### src/hw/rtl/lic_pkg.sv
`default_nettype none
// ----------------------------------------------------------------------------
// lic_pkg: shared types and constants of the interpolating color map
// Widths, register indexes, command codes, item structs and saturation.
// ----------------------------------------------------------------------------
package lic_pkg;

    localparam int MAX_ENTRIES = 1024;
    localparam int ADDR_W      = $clog2(MAX_ENTRIES);
    localparam int VAL_W       = 32;
    localparam int FRAC_W      = 16;
    localparam int QUO_W       = ADDR_W + FRAC_W;
    localparam int SCALED_W    = VAL_W + ADDR_W;
    localparam int COUNT_W     = 11;
    localparam int WIDE_W      = 51;
    localparam int CFG_IDX_W   = 3;
    localparam int IN_TDATA_W  = 208;
    localparam int OUT_TDATA_W = 96;

    localparam logic [CFG_IDX_W-1:0] REG_RANGE_LOW     = 3'd0;
    localparam logic [CFG_IDX_W-1:0] REG_RANGE_HIGH    = 3'd1;
    localparam logic [CFG_IDX_W-1:0] REG_ENTRY_COUNT   = 3'd2;
    localparam logic [CFG_IDX_W-1:0] REG_NEAREST_MODE  = 3'd3;
    localparam logic [CFG_IDX_W-1:0] REG_CURVE_MODE    = 3'd4;
    localparam logic [CFG_IDX_W-1:0] REG_COLOR_TABLE   = 3'd5;
    localparam logic [CFG_IDX_W-1:0] REG_LUMINANCE_OUT = 3'd6;

    localparam logic CMD_WRITE  = 1'b0;
    localparam logic CMD_LOOKUP = 1'b1;

    localparam logic [FRAC_W:0]   HALF_WEIGHT = 17'd32768;
    localparam logic [FRAC_W:0]   FULL_WEIGHT = 17'd65536;
    localparam logic [FRAC_W-1:0] LUM_R = 16'd13938;
    localparam logic [FRAC_W-1:0] LUM_G = 16'd46868;
    localparam logic [FRAC_W-1:0] LUM_B = 16'd4730;

    typedef logic signed [VAL_W-1:0] t_val;

    typedef struct packed {
        t_val              low;
        t_val              high;
        logic [VAL_W-1:0]  span;
        logic [ADDR_W-1:0] n1;
        logic              nearest;
        logic              curve;
        logic              color;
        logic              lum;
        logic              err;
    } t_cfg;

    typedef struct packed {
        logic              wr;
        logic [ADDR_W-1:0] index;
        t_val [2:0]        wdata;
        t_val [2:0]        xc;
    } t_item;

    // Saturate a wide signed value to the signed 32 bit range.
    function automatic t_val sat_val(input logic signed [WIDE_W-1:0] v);
        logic same;
        same = (&v[WIDE_W-1:VAL_W-1]) | ~(|v[WIDE_W-1:VAL_W-1]);
        if (same) begin
            return v[VAL_W-1:0];
        end else if (v[WIDE_W-1]) begin
            return {1'b1, {(VAL_W-1){1'b0}}};
        end else begin
            return {1'b0, {(VAL_W-1){1'b1}}};
        end
    endfunction

endpackage
`default_nettype wire

### src/hw/rtl/lic_queue.sv
`default_nettype none
// ----------------------------------------------------------------------------
// lic_queue: two-entry queue between front and back
// Lets the front keep accepting beats while the back is stalled.
// ----------------------------------------------------------------------------
module lic_queue (
    input  wire logic           i_clk,
    input  wire logic           i_rst_n,
    input  wire logic           i_push,
    input  wire lic_pkg::t_item i_item,
    output logic                o_ready,
    input  wire logic           i_pop,
    output logic                o_valid,
    output lic_pkg::t_item      o_item
);
    import lic_pkg::*;

    t_item      r_mem [2];
    logic       r_wr_ptr;
    logic       r_rd_ptr;
    logic [1:0] r_count;

    assign o_ready = (r_count != 2'd2);
    assign o_valid = (r_count != 2'd0);
    assign o_item  = r_mem[r_rd_ptr];

    always_ff @(posedge i_clk) begin
        if (!i_rst_n) begin
            r_wr_ptr <= 1'b0;
            r_rd_ptr <= 1'b0;
            r_count  <= 2'd0;
        end else begin
            if (i_push) begin
                r_wr_ptr <= ~r_wr_ptr;
            end
            if (i_pop) begin
                r_rd_ptr <= ~r_rd_ptr;
            end
            r_count <= r_count + {1'b0, i_push} - {1'b0, i_pop};
        end
    end

    always_ff @(posedge i_clk) begin
        if (i_push) begin
            r_mem[r_wr_ptr] <= i_item;
        end
    end
endmodule
`default_nettype wire

### config.mk
export PLATFORM = sky130hd
export DESIGN_NAME = lic_queue
export DESIGN_NICKNAME = d
export VERILOG_FILES = /design/src/hw/rtl/lic_pkg.sv /design/src/hw/rtl/lic_queue.sv
export SDC_FILE = /design/constraint.sdc
export NUM_CORES = 1
export LEC_CHECK = 0
export BUFFER_PORTS_ARGS = -buffer_cell sky130_fd_sc_hd__buf_4
export CELL_PAD_IN_SITES_DETAIL_PLACEMENT = 1
export CELL_PAD_IN_SITES_GLOBAL_PLACEMENT = 1
export CORE_AREA = 2 2 184 186
export CTS_CLUSTER_SIZE = 16
export DETAILED_ROUTE_END_ITERATION = 10
export DIE_AREA = 0 0 186 188
export PLACE_DENSITY_LB_ADDON = 0.2
export SYNTH_ARGS = -nofsm -noshare
export SYNTH_HDL_FRONTEND = slang
export SYNTH_SLANG_ARGS = --single-unit
### constraint.sdc
create_clock -name i_clk -period 17.3 [get_ports i_clk]
set_input_delay 0.865 -clock i_clk [delete_from_list [all_inputs] [get_ports i_clk]]
set_output_delay 0.865 -clock i_clk [all_outputs]
set_load 0.05 [all_outputs]
==> impl_metrics.env <==
export IMPL_antenna_found_initial=4
export IMPL_hpwl_um=24200
export IMPL_ctsResizeCount=0
export IMPL_crit_chain="buf_4, buf_4, mux2_4, buf_4"
export IMPL_synth_fp_nets=862
export IMPL_syn_area_mm2=0.0156
export IMPL_place_congestion=0.767
export IMPL_netlist_instances=653
export IMPL_cts_hold_buffers_added=0
export IMPL_drive_gt1_frac=0.606
export IMPL_layout_commonest_cell="buf_4"
export IMPL_critPathKind="flop to primary output"
export IMPL_p_leak_uw=0.00801
export IMPL_grt_pass1_wl_um=49900
export IMPL_die_w_um=186
export IMPL_max_freq_mhz=213
export IMPL_post_drt_wl_per_cell_um=22.0
export IMPL_io_buffers=411
export IMPL_initial_core_util=0.471
export IMPL_setup_violations_final=0
export IMPL_hold_viol=0
export IMPL_critPathSlowestCell="dfxtp_4"
export IMPL_ant_nets=0
export IMPL_fp_dieH_um=188
export IMPL_postCtsSetupBuffers=0
export IMPL_yosysWarnings=0
export IMPL_fin_crit_ns=4.70
export IMPL_ios=412
export IMPL_vias_per_cell=4.87
export IMPL_crit_path_max_incr_delay_ns=1.00
export IMPL_ir_drop_mv=0.0981
export IMPL_crit_path_start_kind="flop"
export IMPL_synth_seq_cells=411
export IMPL_tritoncts="yes"
export IMPL_slew_violations=0
export IMPL_status="finished clean"
export IMPL_worstMarginPinSlew_ns=1.08
export IMPL_powerDensity_mw_per_mm2=123
export IMPL_core_mm2=0.0331
export IMPL_crit_path_end_kind="primary output"
export IMPL_cap_violations=0
export IMPL_clock_latency_ns=0.53
export IMPL_fin_crit_sh=0.271
export IMPL_hold_path_class="primary input to flop"
export IMPL_setup_tns_final_ns=0
export IMPL_grt_setup_unrepaired="no"
export IMPL_gr_total_overflow=0
export IMPL_h_tree_depth=2
export IMPL_area_delta_synth_final_pct=31.2
export IMPL_wirelength_um=34800
export IMPL_cts_sinks=411
export IMPL_drc=0
export IMPL_rows=67
export IMPL_root_buffer="clkbuf_16"
export IMPL_vias=7677
export IMPL_layout_common_cells="419 x buf_4, 406 x edfxtp_1, 170 x mux2_4, 45 x clkbuf_16, 33 x mux2_2"
export IMPL_slew_headroom=0.279
export IMPL_cp_arrival_ns=3.83
export IMPL_first_pass_iters=4
export IMPL_grt_pass1_vias=8168
export IMPL_cts_max_path_buffers=3
export IMPL_syn_avg_cell_area_um2=23.9
export IMPL_drt_iter0_drc=419
export IMPL_grt_max_degree=81
export IMPL_path_clk_slew_ns=0.06
export IMPL_skew_ns=0.0151
export IMPL_ys_seq_area_frac=0.789
export IMPL_crit_fanout=60
export IMPL_cp_common_cell="buf_4"
export IMPL_nNetsFinal=1303
export IMPL_dieArea_mm2=0.0350
export IMPL_grt_use_total=0.193
export IMPL_numCtsBuffers=43
export IMPL_postLayoutCoreUtil=0.618
export IMPL_synthDistinctLibCells=16
export IMPL_worstPathRequired_ns=16.43
[where the power goes]
group | total (µW) | switching [µW] | internal [µW]
sequential | 1180 | 21.5 | 1150
combinational | 448 | 276 | 172
clock | 896 | 354 | 542
[flip-flops by register name, summed over array words and instances (netlist names), named ones only]
name	cells
r_rd_ptr	1
r_wr_ptr	1
r_count	2
r_mem	406
[worst max-delay path, delay by kind of cell (launching register included)]
kind | cells | cell delay (ns)
buffers and inverters | 3 | 1.86
DFF | 1 | 1.00
muxes | 1 | 0.35
[synthesized netlist by cell type (all sizes together)]
library cell  count  area [µm²]
and2              4        25.0
xor2              1        8.76
inv               2        7.51
buf              23         244
ha                2        25.0
nand2             1        3.75
xnor3             1        22.5
dfxtp             5         100
edfxtp          406       12200
nor2b             3        18.8
o21a              1        7.51
or2               1        6.26
mux2            203        2920
[stage by stage]
| stage | cells | power [µW] | hold slack (ns) | setup WS (ns) | cell area, µm² |
|---|---|---|---|---|---|
| 3_5_place_dp | 1497 | 1650 | 0.568 | 13.06 | 19100 |
| 4_1_cts | 1574 | 2540 | 0.488 | 12.51 | 20400 |
| 6_report | 1578 | 2520 | 0.510 | 12.60 | 20400 |
| 5_1_grt | 1578 | 2600 | 0.486 | 12.35 | 20400 |
| 3_3_place_gp | 1497 | 1640 | 0.559 | 13.08 | 19100 |
| 2_1_floorplan | 653 | 1520 | 0.555 | 6.84 | 15600 |
[cell type report]
cell class                 count  area, µm²
sequential                   411      12300
clock inverter                18        179
antenna                        4       10.0
timing repair buffer         419       3150
tap                          448        561
fill                        2884      12700
multi-input combinational    217       3050
clock buffer                  59       1200
inverter                       2       7.51
[cells by family after synthesis]
group                    count (synthesis)  share of synthesized area
adder cells (fa/ha/maj)                  2                    0.00161
AND/OR/NAND/NOR                          9                    0.00345
flip-flops                             411                      0.789
XOR/XNOR                                 2                    0.00201
AO/OA/AOI/OAI                            1                   0.000482
multiplexers                           203                      0.188
buffers and inverters                   25                     0.0161
[routing by layer]
layer,track usage,up-vias,part of all wire
met5,0,-,0
met4,0.0766,0,0.034
met3,0.0909,67,0.12
met2,0.323,356,0.50
met1,0.213,3770,0.35
li1,-,3484,-
[worst paths after layout]
| path | start | end | slack (ns) | cells past startpoint |
|---|---|---|---|---|
| setup / recovery | flop | o_item[123] | 12.60 | 4 |
| hold reg to reg | r_rd_ptr | flop | 0.58 | 2 |
| hold / removal | i_item[14] | r_mem[0][14] | 0.51 | 1 |
| setup reg to reg | r_wr_ptr | r_mem[0][129] | 14.48 | 3 |
No activity file was read; power rests on OpenSTA's default activity.
