===== config.mk =====
export PLATFORM = sky130hd
export DESIGN_NAME = lic_front
export DESIGN_NICKNAME = d
export VERILOG_FILES = /design/src/hw/rtl/lic_pkg.sv /design/src/hw/rtl/lic_front.sv
export SDC_FILE = /design/constraint.sdc
export NUM_CORES = 1
export LEC_CHECK = 0
export ABC_CLOCK_PERIOD_IN_PS = 10000
export BUFFER_PORTS_ARGS = -buffer_cell sky130_fd_sc_hd__buf_2
export CORE_AREA = 4 4 196 198
export DETAILED_ROUTE_END_ITERATION = 10
export DIE_AREA = 0 0 200 202
export GPL_ROUTABILITY_DRIVEN = 0
export PLACE_DENSITY_LB_ADDON = 0.3
export SETUP_SLACK_MARGIN = 0.4
export SLEW_MARGIN = 20
export SYNTH_ARGS = -nofsm -noshare
export SYNTH_HDL_FRONTEND = slang
export SYNTH_SLANG_ARGS = --single-unit

===== constraint.sdc =====
create_clock -name vclk -period 10
set_input_delay 1 -clock vclk [all_inputs]
set_output_delay 1 -clock vclk [all_outputs]
set_load 0.01 [all_outputs]

===== src/hw/rtl/lic_pkg.sv =====
`default_nettype none
// ----------------------------------------------------------------------------
// lic_pkg: shared types and constants of the interpolating color map
// Widths, register indexes, command codes, item structs and saturation.
// ----------------------------------------------------------------------------
package lic_pkg;

    localparam int MAX_ENTRIES = 1024;
    localparam int ADDR_W      = $clog2(MAX_ENTRIES);
    localparam int VAL_W       = 32;
    localparam int FRAC_W      = 16;
    localparam int QUO_W       = ADDR_W + FRAC_W;
    localparam int SCALED_W    = VAL_W + ADDR_W;
    localparam int COUNT_W     = 11;
    localparam int WIDE_W      = 51;
    localparam int CFG_IDX_W   = 3;
    localparam int IN_TDATA_W  = 208;
    localparam int OUT_TDATA_W = 96;

    localparam logic [CFG_IDX_W-1:0] REG_RANGE_LOW     = 3'd0;
    localparam logic [CFG_IDX_W-1:0] REG_RANGE_HIGH    = 3'd1;
    localparam logic [CFG_IDX_W-1:0] REG_ENTRY_COUNT   = 3'd2;
    localparam logic [CFG_IDX_W-1:0] REG_NEAREST_MODE  = 3'd3;
    localparam logic [CFG_IDX_W-1:0] REG_CURVE_MODE    = 3'd4;
    localparam logic [CFG_IDX_W-1:0] REG_COLOR_TABLE   = 3'd5;
    localparam logic [CFG_IDX_W-1:0] REG_LUMINANCE_OUT = 3'd6;

    localparam logic CMD_WRITE  = 1'b0;
    localparam logic CMD_LOOKUP = 1'b1;

    localparam logic [FRAC_W:0]   HALF_WEIGHT = 17'd32768;
    localparam logic [FRAC_W:0]   FULL_WEIGHT = 17'd65536;
    localparam logic [FRAC_W-1:0] LUM_R = 16'd13938;
    localparam logic [FRAC_W-1:0] LUM_G = 16'd46868;
    localparam logic [FRAC_W-1:0] LUM_B = 16'd4730;

    typedef logic signed [VAL_W-1:0] t_val;

    typedef struct packed {
        t_val              low;
        t_val              high;
        logic [VAL_W-1:0]  span;
        logic [ADDR_W-1:0] n1;
        logic              nearest;
        logic              curve;
        logic              color;
        logic              lum;
        logic              err;
    } t_cfg;

    typedef struct packed {
        logic              wr;
        logic [ADDR_W-1:0] index;
        t_val [2:0]        wdata;
        t_val [2:0]        xc;
    } t_item;

    // Saturate a wide signed value to the signed 32 bit range.
    function automatic t_val sat_val(input logic signed [WIDE_W-1:0] v);
        logic same;
        same = (&v[WIDE_W-1:VAL_W-1]) | ~(|v[WIDE_W-1:VAL_W-1]);
        if (same) begin
            return v[VAL_W-1:0];
        end else if (v[WIDE_W-1]) begin
            return {1'b1, {(VAL_W-1){1'b0}}};
        end else begin
            return {1'b0, {(VAL_W-1){1'b1}}};
        end
    endfunction

endpackage
`default_nettype wire


===== src/hw/rtl/lic_front.sv =====
`default_nettype none
// ----------------------------------------------------------------------------
// lic_front: command classification and input clamping
// Sorts a beat into table write or lookup and clamps the samples to range.
// ----------------------------------------------------------------------------
module lic_front (
    input  wire lic_pkg::t_cfg                    i_cfg,
    input  wire logic                             i_cmd,
    input  wire logic [lic_pkg::ADDR_W-1:0]       i_index,
    input  wire lic_pkg::t_val [2:0]              i_entry,
    input  wire lic_pkg::t_val [2:0]              i_sample,
    output lic_pkg::t_item                        o_item
);
    import lic_pkg::*;

    always_comb begin
        t_val x;
        o_item.wr    = (i_cmd == CMD_WRITE);
        o_item.index = i_index;
        o_item.wdata = i_entry;
        for (int k = 0; k < 3; k++) begin
            // Outside curve mode every channel maps the scalar input.
            x = i_cfg.curve ? i_sample[k] : i_sample[0];
            if ($signed(x) < $signed(i_cfg.low)) begin
                o_item.xc[k] = i_cfg.low;
            end else if ($signed(x) > $signed(i_cfg.high)) begin
                o_item.xc[k] = i_cfg.high;
            end else begin
                o_item.xc[k] = x;
            end
        end
    end
endmodule
`default_nettype wire


==> metrics list <==
- Relative max-transition margin: 30.68%
- The synthesized design spends more area on one cell type than any other, namely sky130_fd_sc_hd__ha_1.
- Final net count: 1886
* CP Capture Type: output pin
- Power spread over the standard cell area amounts to 85.96 nW/um^2.
- Fraction of synthesized area in multiplexers: 0.2256%
* Area occupied by registers: 0 sq um
- The final layout contains routed wiring with a total length of 42030 um.
- Clock buffer cells: 0
* Slew of the pin with the lowest slew margin: 1.034 ns
- Number of detailed-route iterations in the first pass: 5
- The first global-routing pass estimated 61750 um of wire.
- CORE AREA: 36520 sq um
* Main combinational cell family by area after synthesis: compound AO/OA/AOI/OAI gates
- Endpoint of the worst setup timing path: o_item[94]
- Derived from the worst setup path, the maximum achievable clock frequency is 133.2 MHz.
- VDD sags by at most 0.00003705 V.
- Total Routing Usage GR: 19.48%
* Antenna violations before repair: 1
* XOR/XNOR share of the synthesized area: 0%
- The most critical setup path has its startpoint at i_cfg[3].
* Utilization of the core after routing: 26.85%
- Via count of the routed design: 10285
- Final max-slew violation count: 0
* Setup bufs post-CTS: 0
- CP arrival: 6.51 ns
* Gate Count Post-Synth: 1297
* Worst Path Required: 9.00 ns
* Height of the chip: 202 um
- Half-perimeter wire length after detailed placement: 33920 um
* Share of the synthesized area in the top cell type: 26.65%
* Combined area of all synthesized cells: 8874 sq um
- The number of nets in the synthesized netlist is 1800.
- Once the floorplan was initialized, standard cells occupied 24.30% of the core.
* Startpoint type of the worst setup path: input port
- Final sum of negative setup slack: 0 ns
- In the final routed layout, each cell accounts on average for 22.72 um.
- Sequential area share after synthesis: 0%
* Outcome: complete, no violations
- Post-route non-filler standard cell count: 1850
- Count of input and output buffers: 259
- Max-cap violations in this run came to 0.
- Warning count from the yosys run: 0
* Layout cell share with drive strength beyond 1: 23.68%
- Yosys attributes the largest share of cell area to sky130_fd_sc_hd__ha_1 27%, sky130_fd_sc_hd__buf_4 9.0%, sky130_fd_sc_hd__nand2_1 8.5%, sky130_fd_sc_hd__o41ai_2 5.3%, sky130_fd_sc_hd__nand3_1 4.4%.
- Placed Instances: 1849
* Maximum number of pins on one net before global-route repair: 50
* Pleak: 4.908 nW
- Avg Vias per Cell: 5.559
- Std cell rows: 70
* Post-synthesis cell type count: 56
- Number of global-route vias before repair: 10127
* Layout overhead on the synthesized area: 10.52%
- Setup violations remaining at the end of the flow were counted as 0.
- Of the total synthesized cell area, the portion taken by full adders, half adders and majority gates is 26.65%.
- Hold Buf Count CTS: 0
- The die covers 40400 sq um.
- Summing the areas of all compound-gate instances in the mapped netlist gives 29.61% of the synthesized area.
* Crit Path Category: input port to output pin
- The total overflow left after global routing is 0.
* Number of remaining DRC errors: 0
* Final setup slack of the worst path: 2.492 ns
* Sequential cell count of the final layout: 0
- Crit path max fanout: 49
- For the finished layout, the period the worst path requires is 7.508 ns.
- Worst slack at placement: 2.459 ns
- Classification of the worst-slack hold path: input port to output pin
* Setup repair after global routing missed its margin: no
- Number of gates resized after CTS: 0
* Number of top-level pins: 517
- Count of final hold-check violations: 0
- Per-instance average area after synthesis: 6.842 sq um
* Die extent in x: 200 um
- Filler Cell Count: 4032
* Simple-Gate Fraction of Synth Area: 27.16%
* Starting DRC count in detailed routing: 681
* Residual antenna-violating net count after detailed routing: 0
- Of the available clock period, the critical path in the final layout requires 75.08%.
==> cell usage after synthesis (8+ instances only) <==
| cell type | number |
|---|---|
| sky130_fd_sc_hd__ha_1 | 189 |
| sky130_fd_sc_hd__o21ai_0 | 48 |
| sky130_fd_sc_hd__inv_1 | 74 |
| sky130_fd_sc_hd__a31oi_1 | 36 |
| sky130_fd_sc_hd__nand2_1 | 201 |
| sky130_fd_sc_hd__o211ai_1 | 38 |
| sky130_fd_sc_hd__nand4_1 | 34 |
| sky130_fd_sc_hd__o221ai_1 | 32 |
| sky130_fd_sc_hd__a211oi_1 | 36 |
| sky130_fd_sc_hd__nor3_1 | 43 |
| sky130_fd_sc_hd__nor2_1 | 44 |
| sky130_fd_sc_hd__nand3_1 | 78 |
| sky130_fd_sc_hd__clkbuf_1 | 70 |
| sky130_fd_sc_hd__buf_2 | 14 |
| sky130_fd_sc_hd__o21a_1 | 8 |
| sky130_fd_sc_hd__o41ai_2 | 29 |
| sky130_fd_sc_hd__nand2b_1 | 33 |
| sky130_fd_sc_hd__a21o_1 | 16 |
| sky130_fd_sc_hd__a21oi_1 | 65 |
| sky130_fd_sc_hd__buf_4 | 106 |
| sky130_fd_sc_hd__and4_1 | 33 |
==> metal layers <==
metal | part of all wire (%) | track usage (%)
met1 | 44 | 25.83
met2 | 47 | 33.64
met3 | 6.6 | 2.034
met4 | 2.6 | 4.828
met5 | 0 | 0
==> stage by stage <==
| stage | area [sq um] | hold slack, ns | power [mW] |
|---|---|---|---|
| 2_1_floorplan | 8874 | 2.044 | 0.5588 |
| 3_3_place_gp | 9769 | 2.000 | 0.8268 |
| 3_5_place_dp | 9804 | 2.000 | 0.8421 |
| 4_1_cts | 9804 | 2.000 | 0.8448 |
| 5_1_grt | 9807 | 2.000 | 0.9253 |
| 6_report | 9807 | 2.000 | 0.8430 |
==> worst max-delay path, cell delays in order <==
cell	delay, ns
sky130_fd_sc_hd__buf_2	0.59
sky130_fd_sc_hd__buf_4	0.53
sky130_fd_sc_hd__nand2b_1	0.18
sky130_fd_sc_hd__nand2_1	0.11
sky130_fd_sc_hd__ha_1	0.34
sky130_fd_sc_hd__nand4_1	0.24
sky130_fd_sc_hd__nor4_1	0.57
sky130_fd_sc_hd__a21boi_1	0.25
sky130_fd_sc_hd__o41a_1	0.21
sky130_fd_sc_hd__o221a_2	0.90
sky130_fd_sc_hd__or2_2	0.90
sky130_fd_sc_hd__o221ai_1	0.36
sky130_fd_sc_hd__buf_2	0.23
==> power breakdown <==
group          internal, mW    total (mW)  switching (mW)
Sequential                0             0               0
Clock          0.0000000134  0.0000000134               0
Combinational         0.304         0.843           0.539
Total                 0.304         0.843           0.539
==> placed cells by master (no fill, tap or decap), drive strengths merged, types with 3 or more instances in the layout <==
cell type  instances
nor2b              6
o21a               8
nand2b            33
or4                4
o211ai            38
o31ai              3
and4              33
nand3             78
o221ai            32
ha               189
nand4             34
o311ai             3
a221oi             4
a31oi             36
buf              278
o221a              3
o41ai             31
or3                4
nand2            201
nor4               8
a21oi             66
a21o              16
nor3              43
o21ai             51
a2111oi            3
nor2              44
inv               74
a211oi            36
==> final cells by class <==
| cell class | count | area (sq um) | share of cell area (%) |
|---|---|---|---|
| tap | 468 | 585.6 | 5.971 |
| timing repair buffer | 278 | 1459 | 14.88 |
| antenna | 1 | 2.502 | 0.02552 |
| multi-input combinational | 1029 | 7482 | 76.29 |
| inverter | 74 | 277.8 | 2.832 |
==> cells by family after synthesis <==
group                      count (synthesis)
AOI/OAI and AO/OA                        346
adders and majority gates                189
and+or+nand+nor                          492
muxes                                      2
buffers and inverters                    268
==> how the worst min path moves through the flow <==
stage,from,cells past startpoint,end
floorplan,i_cmd,1,o_item[202]
global placement,i_entry[8],0,o_item[104]
detailed placement,i_entry[8],0,o_item[104]
CTS,i_entry[8],0,o_item[104]
global route,i_entry[51],0,o_item[147]
finish,i_entry[6],0,o_item[102]
No activity file was read; power rests on OpenSTA's default activity.
